`src/xrng_pkg.sv`:
```
// Package for the xoroshiro generator with bounded range draws.
// Holds payload structs, operation codes, constants and the controller/datapath interface.
// Used by every module under src.
package xrng_pkg;

    localparam int unsigned WordW = 64;

    localparam logic [1:0] OP_SEED  = 2'd0;
    localparam logic [1:0] OP_NEXT  = 2'd1;
    localparam logic [1:0] OP_RANGE = 2'd2;

    localparam logic [63:0] GOLDEN_STEP     = 64'h9E3779B97F4A7C15;
    localparam logic [63:0] MIX_MUL_ONE     = 64'hBF58476D1CE4E5B9;
    localparam logic [63:0] MIX_MUL_TWO     = 64'h94D049BB133111EB;
    localparam logic [63:0] SEED_FALLBACK   = 64'hDEADBEEFCAFEBABE;
    localparam logic [63:0] WORD_A_FALLBACK = 64'h0123456789ABCDEF;
    localparam logic [63:0] WORD_B_FALLBACK = 64'hFEDCBA9876543210;
    localparam int unsigned ROT_A   = 49;
    localparam int unsigned SHIFT_T = 17;
    localparam int unsigned ROT_B   = 28;
    localparam int unsigned RETRY_LIMIT = 64;

    typedef struct packed {
        logic [1:0]  operation;
        logic [63:0] seed_value;
        logic [63:0] timestamp;
        logic [63:0] range_low;
        logic [63:0] range_high;
    } t_in_item;

    typedef struct packed {
        logic [63:0] value;
        logic        is_seeded;
    } t_out_item;

    // datapath operations, one per command pulse
    typedef enum logic [3:0] {
        CMD_NONE,
        CMD_LOAD,      // unused; the load enable latches the item, picks the seed source, computes span
        CMD_MIX_ADD,   // acc += golden, z = acc
        CMD_MIX_X30,   // z ^= z>>30
        CMD_MUL,       // start 64x64 multiply of z by selected constant
        CMD_MIX_X27,
        CMD_MIX_X31_A, // word_a = prod ^ prod>>31 on the second product
        CMD_MIX_X31_B, // word_b = ..., zero fix, seeded
        CMD_DRAW,      // sum and advance
        CMD_DIV_THR,   // start divider on (-span) % span
        CMD_DIV_X,     // start divider on draw % span
        CMD_RES_ZERO,
        CMD_RES_LOW,
        CMD_RES_MASK,
        CMD_RES_MOD,
        CMD_RES_DRAW
    } t_cmd;

    typedef struct packed {
        t_cmd cmd;
        logic mul_sel_two;
    } t_ctrl;

    typedef struct packed {
        logic [1:0] operation;
        logic       seeded;
        logic       low_ge_high;
        logic       span_zero;
        logic       span_pow2;
        logic       below_thresh;
        logic       mul_done;
        logic       div_done;
    } t_stat;

endpackage

```
`src/xoroshiro_rng_with_bounded_range.sv`:
```
// xoroshiro_rng_with_bounded_range: 128-bit xoroshiro generator, splitmix64 seeding, range draws.
// Sequence: a next item with seeded state draws and then delivers; seeding runs two mix steps
// (each through two partial-product multiplies); a range with non-power-of-two span adds two
// divider runs plus one redraw per rejection retry, and seeds itself first when it must.
// Throughput: one item at a time; the next item is taken after the result is delivered.
// Reset: synchronous active low, clears both state words and the seeded flag.
module xoroshiro_rng_with_bounded_range import xrng_pkg::*; (
    input  logic      i_clk,
    input  logic      i_rst_n,
    input  logic      i_valid,
    output logic      o_ready,
    input  t_in_item  i_item,
    output logic      o_valid,
    input  logic      i_ready,
    output t_out_item o_item
);
    t_ctrl w_ctrl;
    t_stat w_stat;
    logic  w_load;

    // controller sequences the item; datapath holds state and arithmetic
    xrng_ctrl u_ctrl (
        .i_clk(i_clk), .i_rst_n(i_rst_n), .i_valid(i_valid), .o_ready(o_ready),
        .o_valid(o_valid), .i_ready(i_ready), .i_stat(w_stat), .o_ctrl(w_ctrl),
        .o_load_en(w_load)
    );

    xrng_datapath u_dp (
        .i_clk(i_clk), .i_rst_n(i_rst_n), .i_load_en(w_load), .i_item(i_item),
        .i_ctrl(w_ctrl), .o_stat(w_stat), .o_result(o_item)
    );

`ifndef SYNTHESIS
    // never take a new item while a result is pending
    a_no_overlap: assert property (@(posedge i_clk) disable iff (!i_rst_n)
        o_valid |-> !o_ready) else $error("input ready while result pending");
    // a delivered result always reports seeded after a seed item completes
    a_seed_flag: assert property (@(posedge i_clk) disable iff (!i_rst_n)
        (o_valid && w_stat.operation == OP_SEED) |-> o_item.is_seeded)
        else $error("seed result without seeded flag");
    // result holds while stalled
    a_hold: assert property (@(posedge i_clk) disable iff (!i_rst_n)
        (o_valid && !i_ready) |=> $stable(o_item.value))
        else $error("result changed under stall");
`endif
endmodule

```
`src/xrng_mul.sv`:
```
// Multi-cycle 64x64 low-half multiplier built from 32x32 partial products.
// Depends on xrng_pkg for the word width.
module xrng_mul import xrng_pkg::*; (
    input  logic             i_clk,
    input  logic             i_rst_n,
    input  logic             i_start,
    input  logic [WordW-1:0] i_a,
    input  logic [WordW-1:0] i_b,
    output logic [WordW-1:0] o_p,
    output logic             o_done
);
    logic [WordW-1:0] r_a, r_b, r_acc;
    logic [1:0]       r_step;
    logic             r_busy;
    logic [31:0]      w_x, w_y;
    logic [63:0]      w_pp;

    // step 0: lo*lo, step 1: hi*lo, step 2: lo*hi (low halves only needed for cross terms)
    always_comb begin
        case (r_step)
            2'd0:    begin w_x = r_a[31:0];  w_y = r_b[31:0];  end
            2'd1:    begin w_x = r_a[63:32]; w_y = r_b[31:0];  end
            default: begin w_x = r_a[31:0];  w_y = r_b[63:32]; end
        endcase
        w_pp = {32'd0, w_x} * {32'd0, w_y};
    end

    always_ff @(posedge i_clk) begin
        if (!i_rst_n) begin
            r_busy <= 1'b0;
            r_step <= 2'd0;
            o_done <= 1'b0;
        end else begin
            o_done <= 1'b0;
            if (i_start) begin
                r_a <= i_a;
                r_b <= i_b;
                r_acc <= '0;
                r_step <= 2'd0;
                r_busy <= 1'b1;
            end else if (r_busy) begin
                if (r_step == 2'd0) begin
                    r_acc <= w_pp;
                end else begin
                    r_acc <= r_acc + {w_pp[31:0], 32'd0};
                end
                if (r_step == 2'd2) begin
                    r_busy <= 1'b0;
                    o_done <= 1'b1;
                end
                r_step <= r_step + 2'd1;
            end
        end
    end

    assign o_p = r_acc;
endmodule

```
`src/xrng_div.sv`:
```
// Restoring radix-2 remainder unit, one quotient bit per cycle.
// Depends on xrng_pkg for the word width.
module xrng_div import xrng_pkg::*; (
    input  logic             i_clk,
    input  logic             i_rst_n,
    input  logic             i_start,
    input  logic [WordW-1:0] i_num,
    input  logic [WordW-1:0] i_den,
    output logic [WordW-1:0] o_rem,
    output logic             o_done
);
    localparam int unsigned CntW = $clog2(WordW + 1);

    logic [WordW-1:0] r_num, r_den, r_rem;
    logic [CntW-1:0]  r_cnt;
    logic             r_busy;
    logic [WordW:0]   w_shift, w_diff;

    assign w_shift = {r_rem, r_num[WordW-1]};
    assign w_diff  = w_shift - {1'b0, r_den};

    always_ff @(posedge i_clk) begin
        if (!i_rst_n) begin
            r_busy <= 1'b0;
            r_cnt  <= '0;
            o_done <= 1'b0;
        end else begin
            o_done <= 1'b0;
            if (i_start) begin
                r_num  <= i_num;
                r_den  <= i_den;
                r_rem  <= '0;
                r_cnt  <= CntW'(WordW);
                r_busy <= 1'b1;
            end else if (r_busy) begin
                // hold the partial remainder below the divisor
                r_rem <= w_diff[WordW] ? w_shift[WordW-1:0] : w_diff[WordW-1:0];
                r_num <= {r_num[WordW-2:0], 1'b0};
                r_cnt <= r_cnt - CntW'(1);
                if (r_cnt == CntW'(1)) begin
                    r_busy <= 1'b0;
                    o_done <= 1'b1;
                end
            end
        end
    end

    assign o_rem = r_rem;
endmodule

```
`src/xrng_datapath.sv`:
```
// Datapath: state words, splitmix accumulator, span logic, multiplier and divider.
// Depends on xrng_pkg, xrng_mul and xrng_div.
module xrng_datapath import xrng_pkg::*; (
    input  logic      i_clk,
    input  logic      i_rst_n,
    input  logic      i_load_en,
    input  t_in_item  i_item,
    input  t_ctrl     i_ctrl,
    output t_stat     o_stat,
    output t_out_item o_result
);
    logic [63:0] r_a, r_b, r_acc, r_z, r_x, r_thr, r_span, r_lo, r_hi, r_res;
    logic [1:0]  r_op;
    logic        r_seeded;
    logic        r_thr_pending;
    logic [63:0] w_prod, w_rem, w_sum, w_t, w_bx, w_seed, w_mixb;
    logic        w_mul_done, w_div_done, w_mul_start, w_div_start;
    logic [63:0] w_div_num;

    assign w_mul_start = (i_ctrl.cmd == CMD_MUL);
    assign w_div_start = (i_ctrl.cmd == CMD_DIV_THR) || (i_ctrl.cmd == CMD_DIV_X);
    assign w_div_num   = (i_ctrl.cmd == CMD_DIV_THR) ? (64'd0 - r_span) : r_x;

    xrng_mul u_mul (
        .i_clk(i_clk), .i_rst_n(i_rst_n), .i_start(w_mul_start), .i_a(r_z),
        .i_b(i_ctrl.mul_sel_two ? MIX_MUL_TWO : MIX_MUL_ONE),
        .o_p(w_prod), .o_done(w_mul_done)
    );

    xrng_div u_div (
        .i_clk(i_clk), .i_rst_n(i_rst_n), .i_start(w_div_start), .i_num(w_div_num),
        .i_den(r_span), .o_rem(w_rem), .o_done(w_div_done)
    );

    assign w_sum  = r_a + r_b;
    assign w_t    = r_b << SHIFT_T;
    assign w_bx   = r_b ^ r_a;
    // final mix stage works on the second product, which the multiplier holds
    assign w_mixb = w_prod ^ (w_prod >> 31);
    // seed source: item seed for a seed op, else timestamp; zero falls back
    always_comb begin
        w_seed = (i_item.operation == OP_SEED) ? i_item.seed_value : i_item.timestamp;
        if (w_seed == 64'd0) w_seed = i_item.timestamp;
        if (w_seed == 64'd0) w_seed = SEED_FALLBACK;
    end

    always_ff @(posedge i_clk) begin
        if (!i_rst_n) begin
            r_a <= '0;
            r_b <= '0;
            r_seeded <= 1'b0;
        end else begin
            case (i_ctrl.cmd)
                CMD_MIX_X31_A: r_a <= w_mixb;
                CMD_MIX_X31_B: begin
                    if (r_a == 64'd0 && w_mixb == 64'd0) begin
                        r_a <= WORD_A_FALLBACK;
                        r_b <= WORD_B_FALLBACK;
                    end else begin
                        r_b <= w_mixb;
                    end
                    r_seeded <= 1'b1;
                end
                CMD_DRAW: begin
                    r_a <= ((r_a << ROT_A) | (r_a >> (64 - ROT_A))) ^ w_bx ^ w_t;
                    r_b <= (w_bx << ROT_B) | (w_bx >> (64 - ROT_B));
                end
                default: ;
            endcase
        end
    end

    always_ff @(posedge i_clk) begin
        if (i_load_en) begin
            r_op   <= i_item.operation;
            r_lo   <= i_item.range_low;
            r_hi   <= i_item.range_high;
            r_acc  <= w_seed;
            r_span <= i_item.range_high - i_item.range_low + 64'd1;
        end
        case (i_ctrl.cmd)
            CMD_MIX_ADD: begin
                r_acc <= r_acc + GOLDEN_STEP;
                r_z   <= r_acc + GOLDEN_STEP;
            end
            CMD_MIX_X30: r_z <= r_z ^ (r_z >> 30);
            CMD_MIX_X27: r_z <= w_prod ^ (w_prod >> 27);
            CMD_MIX_X31_A: r_z <= r_z;
            CMD_DRAW: r_x <= w_sum;
            CMD_RES_ZERO: r_res <= 64'd0;
            CMD_RES_LOW:  r_res <= r_lo;
            CMD_RES_MASK: r_res <= r_lo + (r_x & (r_span - 64'd1));
            CMD_RES_MOD:  r_res <= r_lo + w_rem;
            CMD_RES_DRAW: r_res <= r_x;
            default: ;
        endcase
        if (w_div_done && i_ctrl.cmd == CMD_NONE && r_thr_pending) r_thr <= w_rem;
    end

    // the first divider run after a range item's start holds the threshold
    always_ff @(posedge i_clk) begin
        if (!i_rst_n) r_thr_pending <= 1'b0;
        else if (i_ctrl.cmd == CMD_DIV_THR) r_thr_pending <= 1'b1;
        else if (w_div_done) r_thr_pending <= 1'b0;
    end

    assign o_stat.operation    = r_op;
    assign o_stat.seeded       = r_seeded;
    assign o_stat.low_ge_high  = (r_lo >= r_hi);
    assign o_stat.span_zero    = (r_span == 64'd0);
    assign o_stat.span_pow2    = ((r_span & (r_span - 64'd1)) == 64'd0);
    assign o_stat.below_thresh = (r_x < r_thr);
    assign o_stat.mul_done     = w_mul_done;
    assign o_stat.div_done     = w_div_done;
    assign o_result.value      = r_res;
    assign o_result.is_seeded  = r_seeded;
endmodule

```
`src/xrng_ctrl.sv`:
```
// Controller state machine: sequences seeding, draws, divider runs and result hand-off.
// Depends on xrng_pkg.
module xrng_ctrl import xrng_pkg::*; (
    input  logic  i_clk,
    input  logic  i_rst_n,
    input  logic  i_valid,
    output logic  o_ready,
    output logic  o_valid,
    input  logic  i_ready,
    input  t_stat i_stat,
    output t_ctrl o_ctrl,
    output logic  o_load_en
);
    typedef enum logic [4:0] {
        S_IDLE, S_DECODE, S_MADD, S_MX30, S_MUL1, S_MW1, S_MX27, S_MUL2, S_MW2,
        S_MX31, S_DRAW, S_POST, S_THR, S_THRW, S_XDIV, S_XW, S_OUT
    } t_state;

    localparam int unsigned TryW = $clog2(RETRY_LIMIT + 1);

    t_state        r_state;
    logic          r_second, r_range, r_thr_ok, r_ready, r_valid;
    logic [TryW-1:0] r_tries;
    t_ctrl         r_ctrl;

    assign o_ready   = r_ready;
    assign o_valid   = r_valid;
    assign o_ctrl    = r_ctrl;
    assign o_load_en = r_ready && i_valid;

    always_ff @(posedge i_clk) begin
        if (!i_rst_n) begin
            r_state  <= S_IDLE;
            r_ready  <= 1'b1;
            r_valid  <= 1'b0;
            r_second <= 1'b0;
            r_range  <= 1'b0;
            r_thr_ok <= 1'b0;
            r_tries  <= '0;
            r_ctrl   <= '{cmd: CMD_NONE, mul_sel_two: 1'b0};
        end else begin
            r_ctrl.cmd <= CMD_NONE;
            case (r_state)
                S_IDLE: if (i_valid) begin
                    r_ready <= 1'b0;
                    r_state <= S_DECODE;
                end
                S_DECODE: begin
                    r_second <= 1'b0;
                    r_thr_ok <= 1'b0;
                    r_tries  <= '0;
                    r_range  <= (i_stat.operation == OP_RANGE);
                    case (i_stat.operation)
                        OP_SEED: begin r_ctrl.cmd <= CMD_MIX_ADD; r_state <= S_MADD; end
                        OP_NEXT: begin
                            if (i_stat.seeded) begin
                                r_ctrl.cmd <= CMD_DRAW; r_state <= S_DRAW;
                            end else begin
                                r_ctrl.cmd <= CMD_MIX_ADD; r_state <= S_MADD;
                            end
                        end
                        OP_RANGE: begin
                            if (i_stat.low_ge_high || i_stat.span_zero) begin
                                r_ctrl.cmd <= CMD_RES_LOW; r_state <= S_OUT;
                            end else if (!i_stat.span_pow2) begin
                                r_ctrl.cmd <= CMD_DIV_THR; r_state <= S_THRW;
                            end else if (i_stat.seeded) begin
                                r_ctrl.cmd <= CMD_DRAW; r_state <= S_DRAW;
                            end else begin
                                r_ctrl.cmd <= CMD_MIX_ADD; r_state <= S_MADD;
                            end
                        end
                        default: begin r_ctrl.cmd <= CMD_RES_ZERO; r_state <= S_OUT; end
                    endcase
                end
                S_THRW: if (i_stat.div_done) begin
                    r_thr_ok <= 1'b1;
                    if (i_stat.seeded) begin
                        r_ctrl.cmd <= CMD_DRAW; r_state <= S_DRAW;
                    end else begin
                        r_ctrl.cmd <= CMD_MIX_ADD; r_state <= S_MADD;
                    end
                end
                S_MADD: begin r_ctrl.cmd <= CMD_MIX_X30; r_state <= S_MX30; end
                S_MX30: begin
                    r_ctrl.cmd <= CMD_MUL; r_ctrl.mul_sel_two <= 1'b0; r_state <= S_MW1;
                end
                S_MW1: if (i_stat.mul_done) begin
                    r_ctrl.cmd <= CMD_MIX_X27; r_state <= S_MX27;
                end
                S_MX27: begin
                    r_ctrl.cmd <= CMD_MUL; r_ctrl.mul_sel_two <= 1'b1; r_state <= S_MW2;
                end
                S_MW2: if (i_stat.mul_done) begin
                    r_ctrl.cmd <= r_second ? CMD_MIX_X31_B : CMD_MIX_X31_A;
                    r_state <= S_MX31;
                end
                S_MX31: begin
                    if (!r_second) begin
                        r_second <= 1'b1;
                        r_ctrl.cmd <= CMD_MIX_ADD; r_state <= S_MADD;
                    end else if (i_stat.operation == OP_SEED) begin
                        r_ctrl.cmd <= CMD_RES_ZERO; r_state <= S_OUT;
                    end else begin
                        r_ctrl.cmd <= CMD_DRAW; r_state <= S_DRAW;
                    end
                end
                S_DRAW: begin
                    r_tries <= r_tries + TryW'(1);
                    r_state <= S_POST;
                end
                S_POST: begin
                    if (!r_range) begin
                        r_ctrl.cmd <= CMD_RES_DRAW; r_state <= S_OUT;
                    end else if (i_stat.span_pow2) begin
                        r_ctrl.cmd <= CMD_RES_MASK; r_state <= S_OUT;
                    end else if (i_stat.below_thresh && r_tries < TryW'(RETRY_LIMIT)) begin
                        r_ctrl.cmd <= CMD_DRAW; r_state <= S_DRAW;
                    end else begin
                        r_ctrl.cmd <= CMD_DIV_X; r_state <= S_XW;
                    end
                end
                S_XW: if (i_stat.div_done) begin
                    r_ctrl.cmd <= CMD_RES_MOD; r_state <= S_OUT;
                end
                S_OUT: begin
                    if (!r_valid) begin
                        r_valid <= 1'b1;
                    end else if (i_ready) begin
                        r_valid <= 1'b0;
                        r_ready <= 1'b1;
                        r_state <= S_IDLE;
                    end
                end
                default: r_state <= S_IDLE;
            endcase
        end
    end

    logic unused_c;
    assign unused_c = r_thr_ok;
endmodule

```
`config.mk`:
```
export PLATFORM = sky130hd
export DESIGN_NAME = xoroshiro_rng_with_bounded_range
export DESIGN_NICKNAME = d
export VERILOG_FILES = /design/src/xrng_pkg.sv /design/src/xoroshiro_rng_with_bounded_range.sv /design/src/xrng_mul.sv /design/src/xrng_div.sv /design/src/xrng_datapath.sv /design/src/xrng_ctrl.sv
export SDC_FILE = /design/constraint.sdc
export NUM_CORES = 2
export LEC_CHECK = 0
export BUFFER_PORTS_ARGS = -buffer_cell sky130_fd_sc_hd__buf_2
export CELL_PAD_IN_SITES_DETAIL_PLACEMENT = 0
export CELL_PAD_IN_SITES_GLOBAL_PLACEMENT = 2
export CORE_MARGIN = 2
export CORE_UTILIZATION = 43
export CTS_BUF_LIST = sky130_fd_sc_hd__clkbuf_2 sky130_fd_sc_hd__clkbuf_4 sky130_fd_sc_hd__clkbuf_8
export DETAILED_ROUTE_END_ITERATION = 8
export HOLD_SLACK_MARGIN = 0.05
export PLACE_DENSITY_LB_ADDON = 0.1
export SLEW_MARGIN = 20
export SYNTH_ARGS = -nofsm -noshare
export SYNTH_HDL_FRONTEND = slang
export SYNTH_SLANG_ARGS = --single-unit
```
`constraint.sdc`:
```
create_clock -name i_clk -period 12.7 [get_ports i_clk]
set_clock_uncertainty 0.15 [all_clocks]
set_input_delay 2.54 -clock i_clk [delete_from_list [all_inputs] [get_ports i_clk]]
set_output_delay 2.54 -clock i_clk [all_outputs]
set_load 0.005 [all_outputs]
```
# Yosys cells after proc, flatten, opt, wreduce, memory -nomap -nowiden
# Cells that the tools add are included.
[totals]
ff_bits = 1062
in_bits = 262
out_inout_bits = 67
word_cells = 220
[op_classes]
n_addsub = 13
n_mul = 1
order_cmp = 3
eq_ne = 39
muxes = 74
bitwise = 13
n_reduce_logical = 43
[ops]
columns = ["op", "count"]
rows = [
  ["2-to-1 mux 64 bit", 14],
  ["logical NOT 64 bit", 6],
  ["one-hot mux 64 bit (3 select lines)", 2],
  ["one-hot mux 64 bit (5 select lines)", 1],
  ["adder 64 bit", 4],
  ["bitwise XOR 64 bit", 3],
  ["bitwise AND 64 bit", 2],
  ["one-hot mux 64 bit (2 select lines)", 1],
  ["2-to-1 mux 5 bit", 13],
  ["one-hot mux 5 bit (13 select lines)", 1],
  ["subtractor 65 x 64 -> 65 bit", 1],
  ["adder 64 x 1 -> 64 bit, second input constant", 1],
  ["adder 64 bit, second input constant", 1],
  [">= comparator 64 bit", 1],
  ["< comparator 64 bit", 1],
  ["multiplier 32 x 32 -> 64 bit", 1],
  ["2-to-1 mux 32 bit", 2],
  ["OR 64 x 28 -> 64 bit", 1],
  ["OR 64 x 49 -> 64 bit", 1],
  ["subtractor 1 x 64 -> 64 bit, first input constant", 1],
  ["subtractor 64 x 1 -> 64 bit, second input constant", 1],
  ["subtractor 64 bit", 1],
  ["bitwise XOR 64 x 33 -> 64 bit", 1],
  ["bitwise XOR 64 x 34 -> 64 bit", 1],
  ["43 further kinds", 124],
]

# Logic depth before layout (Yosys ltp)
[logic_depth]
ltp_word = 8
depth_mapped = 45
depth_no_buf = 43

# By module
# A second synthesis with hierarchy kept.
[unflattened]
cells_unflattened = 10724
area_unflattened_um2 = 102488.3
[modules_own_cells]
columns = ["module", "instances", "cells_each", "area_each_um2", "seq_area_each_um2"]
rows = [
  ["xrng_datapath", 1, 5054, 47488.0, 18037.3],
  ["xrng_mul", 1, 4408, 41670.0, 5845.6],
  ["xrng_div", 1, 1079, 11922.7, 5945.7],
  ["xrng_ctrl", 1, 183, 1407.6, 420.4],
]

# Worst setup path before layout
# No wires, ideal clock.
[synth_timing]
path_kind = "register to register"
startpoint = "reg u_dp.u_mul.r_step[1]"
endpoint = "reg u_dp.u_mul.r_acc[63] (netlist: u_dp.u_mul.o_p[63]) (data pin)"
setup_ns = 0.176
arrival_ns = 9.755
t_required_ns = 12.374
slack_ns = 2.619
stages_incl_launch_ff = 46
path_buffers = 2
synth_period_minus_slack_ns = 10.081
cell_sequence = "dfxtp_1 -> inv_1 -> ha_1 -> clkbuf_1 -> clkbuf_1 -> mux2i_1 -> inv_1 -> nand2_1 -> o21ai_0 -> nand2_1 -> inv_1 -> fa_1 -> fa_1 -> inv_1 -> fa_1 -> inv_1 -> fa_1 -> ha_1 -> [10 not listed] -> a21boi_0 -> o21ai_0 -> a21oi_1 -> o21ai_0 -> nand2b_1 -> xnor2_1 -> ha_1 -> a21o_1 -> a21o_1 -> a21oi_1 -> o211ai_1 -> a31oi_1 -> o31ai_1 -> a21o_1 -> a21oi_1 -> xnor2_1 -> nor2_1 -> nor4_1"
[synth_between]
elab_chain_len = 7
word_cells_on_any_way = 9
classes_between = "add/sub (1); mul (1); eq/ne (1); mux (4); reduce/logical (2)"
[synth_rtl]
columns = ["element", "line_no", "rtl"]
rows = [
  ["from (decl)", "xrng_mul.sv:13", "logic [1:0] r_step;"],
  ["from (signal assigned)", "xrng_mul.sv:51", "r_step <= r_step + 2'd1;"],
  ["== test 2 x 1 -> 1 bit or logical NOT 2 bit (tied branches)", "xrng_mul.sv:20, xrng_mul.sv:42", ""],
  ["OR reduction 2 bit (no line)", "n/a", ""],
  ["2-to-1 mux 32 bit", "xrng_mul.sv:20", "case (r_step)"],
  ["multiplier 32 x 32 -> 64 bit", "xrng_mul.sv:25", "w_pp = {32'd0, w_x} * {32'd0, w_y};"],
  ["adder 64 bit", "xrng_mul.sv:45", "r_acc <= r_acc + {w_pp[31:0], 32'd0};"],
  ["2-to-1 mux 64 bit *", "xrng_mul.sv:42", "if (r_step == 2'd0) begin"],
  ["2-to-1 mux 64 bit *", "xrng_mul.sv:41", "end else if (r_busy) begin"],
  ["to (signal assigned)", "xrng_mul.sv:43", "r_acc <= w_pp;"],
  ["to (signal assigned)", "xrng_mul.sv:45", ""],
  ["to (decl)", "xrng_mul.sv:12", "logic [WordW-1:0] r_a, r_b, r_acc;"],
]
# Every way passes the cells marked *; elsewhere a longest branch is shown, timed or not. The select of a mux whose other input is x is not followed.
# A chain may end at the register's enable or synchronous reset.

# Worst setup path after layout
# Same ends and word-level chain as after synthesis.

==> impl_summary.md <==
Finish
The ratio of cells with drive above 1 in the final layout is 8.55%. The synthesis-to-layout area growth is 9.26%. The top cell types in the final layout, fill and taps aside, are sky130_fd_sc_hd__inv_1 (1285), sky130_fd_sc_hd__ha_1 (869), sky130_fd_sc_hd__edfxtp_1 (836). The number of nets in the layout is 12000. The most frequent standard cell in the layout excluding fill and tap cells is sky130_fd_sc_hd__inv_1.

Synthesis
During synthesis, Yosys emitted a total of 0 warnings. The number of instances in the synthesized netlist is roughly 9900. The number of synthesized flops with an enable pin is 836. The share of the synthesized area in compound gates (AO/OA/AOI/OAI) is between 10% and 20%. Summing the areas of all and, or, nand and nor instances in the mapped netlist gives 12.4% of the synthesized area. After Yosys synthesis, full adders, half adders and majority gates account for 28.8% of the synthesized area.

The combined area of all synthesized cells is between 0.09 and 0.1 mm2. A synthesized cell averages 9.71 um2. Ranked by total cell area, the synthesized netlist is headed by sky130_fd_sc_hd__edfxtp_1 (26%), sky130_fd_sc_hd__fa_1 (17%), sky130_fd_sc_hd__ha_1 (11%). For this run, asynchronously set or reset flops after synthesis account for 0%. The xor and xnor fraction of the mapped netlist area is 5.95%. The number of different library cells used by synthesis comes to 91. The top-area cell type share of the netlist area is 26.2%. The sequential fraction of the synthesis area is 29.7%. The number of synthesized register bits is 1000.

The number of nets handed over by synthesis was around 12000. After synthesis, the largest family of logic cells by area is adder cells. Multiplexer cells account for under 10% of the synthesized area. The most frequently used flop master after synthesis is sky130_fd_sc_hd__edfxtp_1.

Summed over all instances, the cell type with the most area after synthesis is sky130_fd_sc_hd__edfxtp_1.

Clock network
After clock tree synthesis, the clock-pin slew on the worst setup and hold paths is 60 ps. The H-tree was split into 4 levels. The tree is rooted in a sky130_fd_sc_hd__clkbuf_8. Clock latency on the worst-skew pair, taken at its later pin, is 980 ps. The clock sink total is 1000. The number of hold buffers added after CTS was 0. The number of buffers created by CTS is 192. The clock passes through at most 3 buffers. The TritonCTS clock tree is built.

Placement
The weighted congestion at the end of routability-driven global placement is 1.02. Buffers placed on the I/O ports in this run total 328. The post-DP HPWL is 322000 um. Prior to clock tree synthesis, the placed netlist has a worst setup slack of 937 ps.

Die
The floorplan core area is 0.222 mm2. The number of ports placed on the die boundary is 329. The die height is roughly 480 um.

The initialized floorplan defines 173 standard-cell rows. For this configuration, the core starts out at a cell density of 43.1%. The area of the die is 0.226 mm2.

The chip width is around 480 um.

STA
Setup repair after global routing left no endpoint under its margin. Across all setup checks in the final design, the least slack found is roughly 780 ps. For the pin with the worst max-slew slack, the measured transition is 1210 ps. The number of max-slew violations in the final report was 0.

Dividing the final minimum period by the clock period gives a little over nine tenths. Setup violations remaining at the end of the flow were counted as 0. The maximum frequency from static timing analysis is 0.0839 GHz. Counting I/O delays and the setup requirement, the final critical path takes ~12000 ps.

The number of failing hold endpoints at the final stage is 0. The post-route setup TNS is 0 ps. Measured against its own limit, the worst slew margin works out to 18.9%.

Global routing
The number of antenna violations at the first check in global routing is between 40 and 50. The number of global-route vias before repair came to approximately 77000. The first global-routing pass estimated around 560000 um of wire. The largest net degree at the start of global routing is between 100 and 150. Summed over all layers, the global routing overflow is 0. The combined global-route utilization of all metal layers is 34.3%.

Routing
Once detail routing completed, the nets flagged for antenna violations numbered 0. Summing over every cut layer, the via total after detailed routing is 78000. In the routed design, unresolved DRC markers number 5. Wires add up to 391000 um. The first-pass iteration count of the detailed router is 9. In the routed layout, each cell is associated on average with a via count of 5.91. In the final routed layout, each cell accounts on average for between 20 and 30 um. The number of DRC markers after the initial detailed-route iteration is 9076.

Setup path
Among all stages on the critical path, the largest delay is contributed by sky130_fd_sc_hd__xnor2_1. The worst path required time is 13320 ps. In this design, the largest share of critical-path delay is due to adder cells.

STA classifies the critical path startpoint as a flop. The largest fanout on the critical path is 10. For the worst setup path, the data arrival time is roughly 13000 ps.

In this design, the stage delay of the slowest critical-path cell is 630 ps. The critical path capture point type is a flop. The critical path is of the reg -> reg type.

The count of buffering cells on the critical path with inverters included is 7. The most frequent cell on the critical path is sky130_fd_sc_hd__inv_1.

Status
The run finished, with violations left. The checks that failed: DRC.

Flow run
Across the run, the number of max-cap violations was 0.

Hold path
The path class of the tightest hold or removal check is reg -> reg.
## path summary, 6_finish.rpt
kind / start / endpoint / slack (ps) / cells after the start
worst max-delay path: u_dp.u_mul.r_step[1]$_SDFFE_PP0P_ / u_dp.u_mul.o_p[63]$_SDFFCE_PP0P_ / 780 / 43
worst min-delay path: u_dp.r_z[22]$_DFFE_PN_ / u_dp.u_mul.r_a[22]$_DFFE_PP_ / 290 / 0
worst max register to register: u_dp.u_mul.r_step[1]$_SDFFE_PP0P_ / u_dp.u_mul.o_p[63]$_SDFFCE_PP0P_ / 780 / 43
worst min register to register: u_dp.r_z[22]$_DFFE_PN_ / u_dp.u_mul.r_a[22]$_DFFE_PP_ / 290 / 0
## worst register-to-register path: cells and delay by family, from the launching register on
| family | cells | cell delay [ps] |
|---|---|---|
| adder cells (fa/ha/maj) | 11 | 4650 |
| AO/OA/AOI/OAI | 16 | 3430 |
| buffers and inverters | 7 | 750 |
| XOR/XNOR | 2 | 770 |
| AND/OR/NAND/NOR | 6 | 1090 |
| multiplexers | 1 | 580 |
| flip-flops | 1 | 330 |
## per-stage QoR
step                hold slack, ps  utilization (%)  area [um2]  instances
finish                         289             47.1      105000      13200
detailed placement             306             45.3      101000      12800
global route                   294             47.1      105000      13200
CTS                            265             47.1      105000      13200
global placement               304             45.3      101000      12800
floorplan                      281                -       95700       9864
## layer usage
layer	share of wire, %	global-route usage [%]
met4	2.5	7.95
met5	0.0095	0
met3	10	9.17
met2	41	48.6
met1	46	51.7
## synthesized netlist by cell type (all sizes together) (140+ instances only)
cell and count:
xor2 289, edfxtp 836, nand3 140, nor2 661, fa 834, xnor2 361, inv 1290, a21o 252
clkbuf 398, nand2 823, dfxtp 164, o21ai 431, a22oi 163, ha 871, a21oi 493
## state kept, by name, indices dropped and copies added, names as in the netlist, 2 cells and up
signal,cells
u_dp.u_div.r_cnt,7
u_dp.r_hi,64
u_ctrl.o_ctrl,5
u_dp.r_acc,64
u_dp.r_z,64
u_dp.r_lo,64
u_dp.u_div.o_rem,64
u_dp.u_mul.o_p,64
u_dp.u_mul.r_step,2
u_ctrl.r_tries,7
u_dp.r_b,64
u_dp.r_res,64
u_dp.r_thr,64
u_dp.u_div.r_den,64
u_dp.r_op,2
u_dp.r_x,64
u_dp.u_mul.r_b,2
u_dp.r_span,64
u_dp.u_div.r_num,64
u_dp.r_a,64
u_dp.u_mul.r_a,64
u_ctrl.r_state,5
## area by class of cell
class	count	area, um2
flip-flops and latches	1000	28400
repair buffers	435	2500
multi-input cells	7132	61100
diodes	17	42.5
clock inverters	95	843
clock buffers	254	3180
fillers	21400	117000
well taps	2975	3720
inverters	1292	4860
## kinds of logic after synthesis
kind of cell / Yosys count
and+or+nand+nor: 2492
DFF: 1000
muxes: 135
adders and majority gates: 1705
AOI/OAI and AO/OA: 2150
xor gates and xnor gates: 650
buffers and inverters: 1732
## what timing repair did
action                                  4_1_cts  5_1_grt
resized for setup                             0        1
setup buffers                                 0        0
endpoints found under the setup margin        0        1
Power is left out: the tool's default activity adds up to more than one toggle a clock period on the data nets, which glitch-free logic cannot reach.
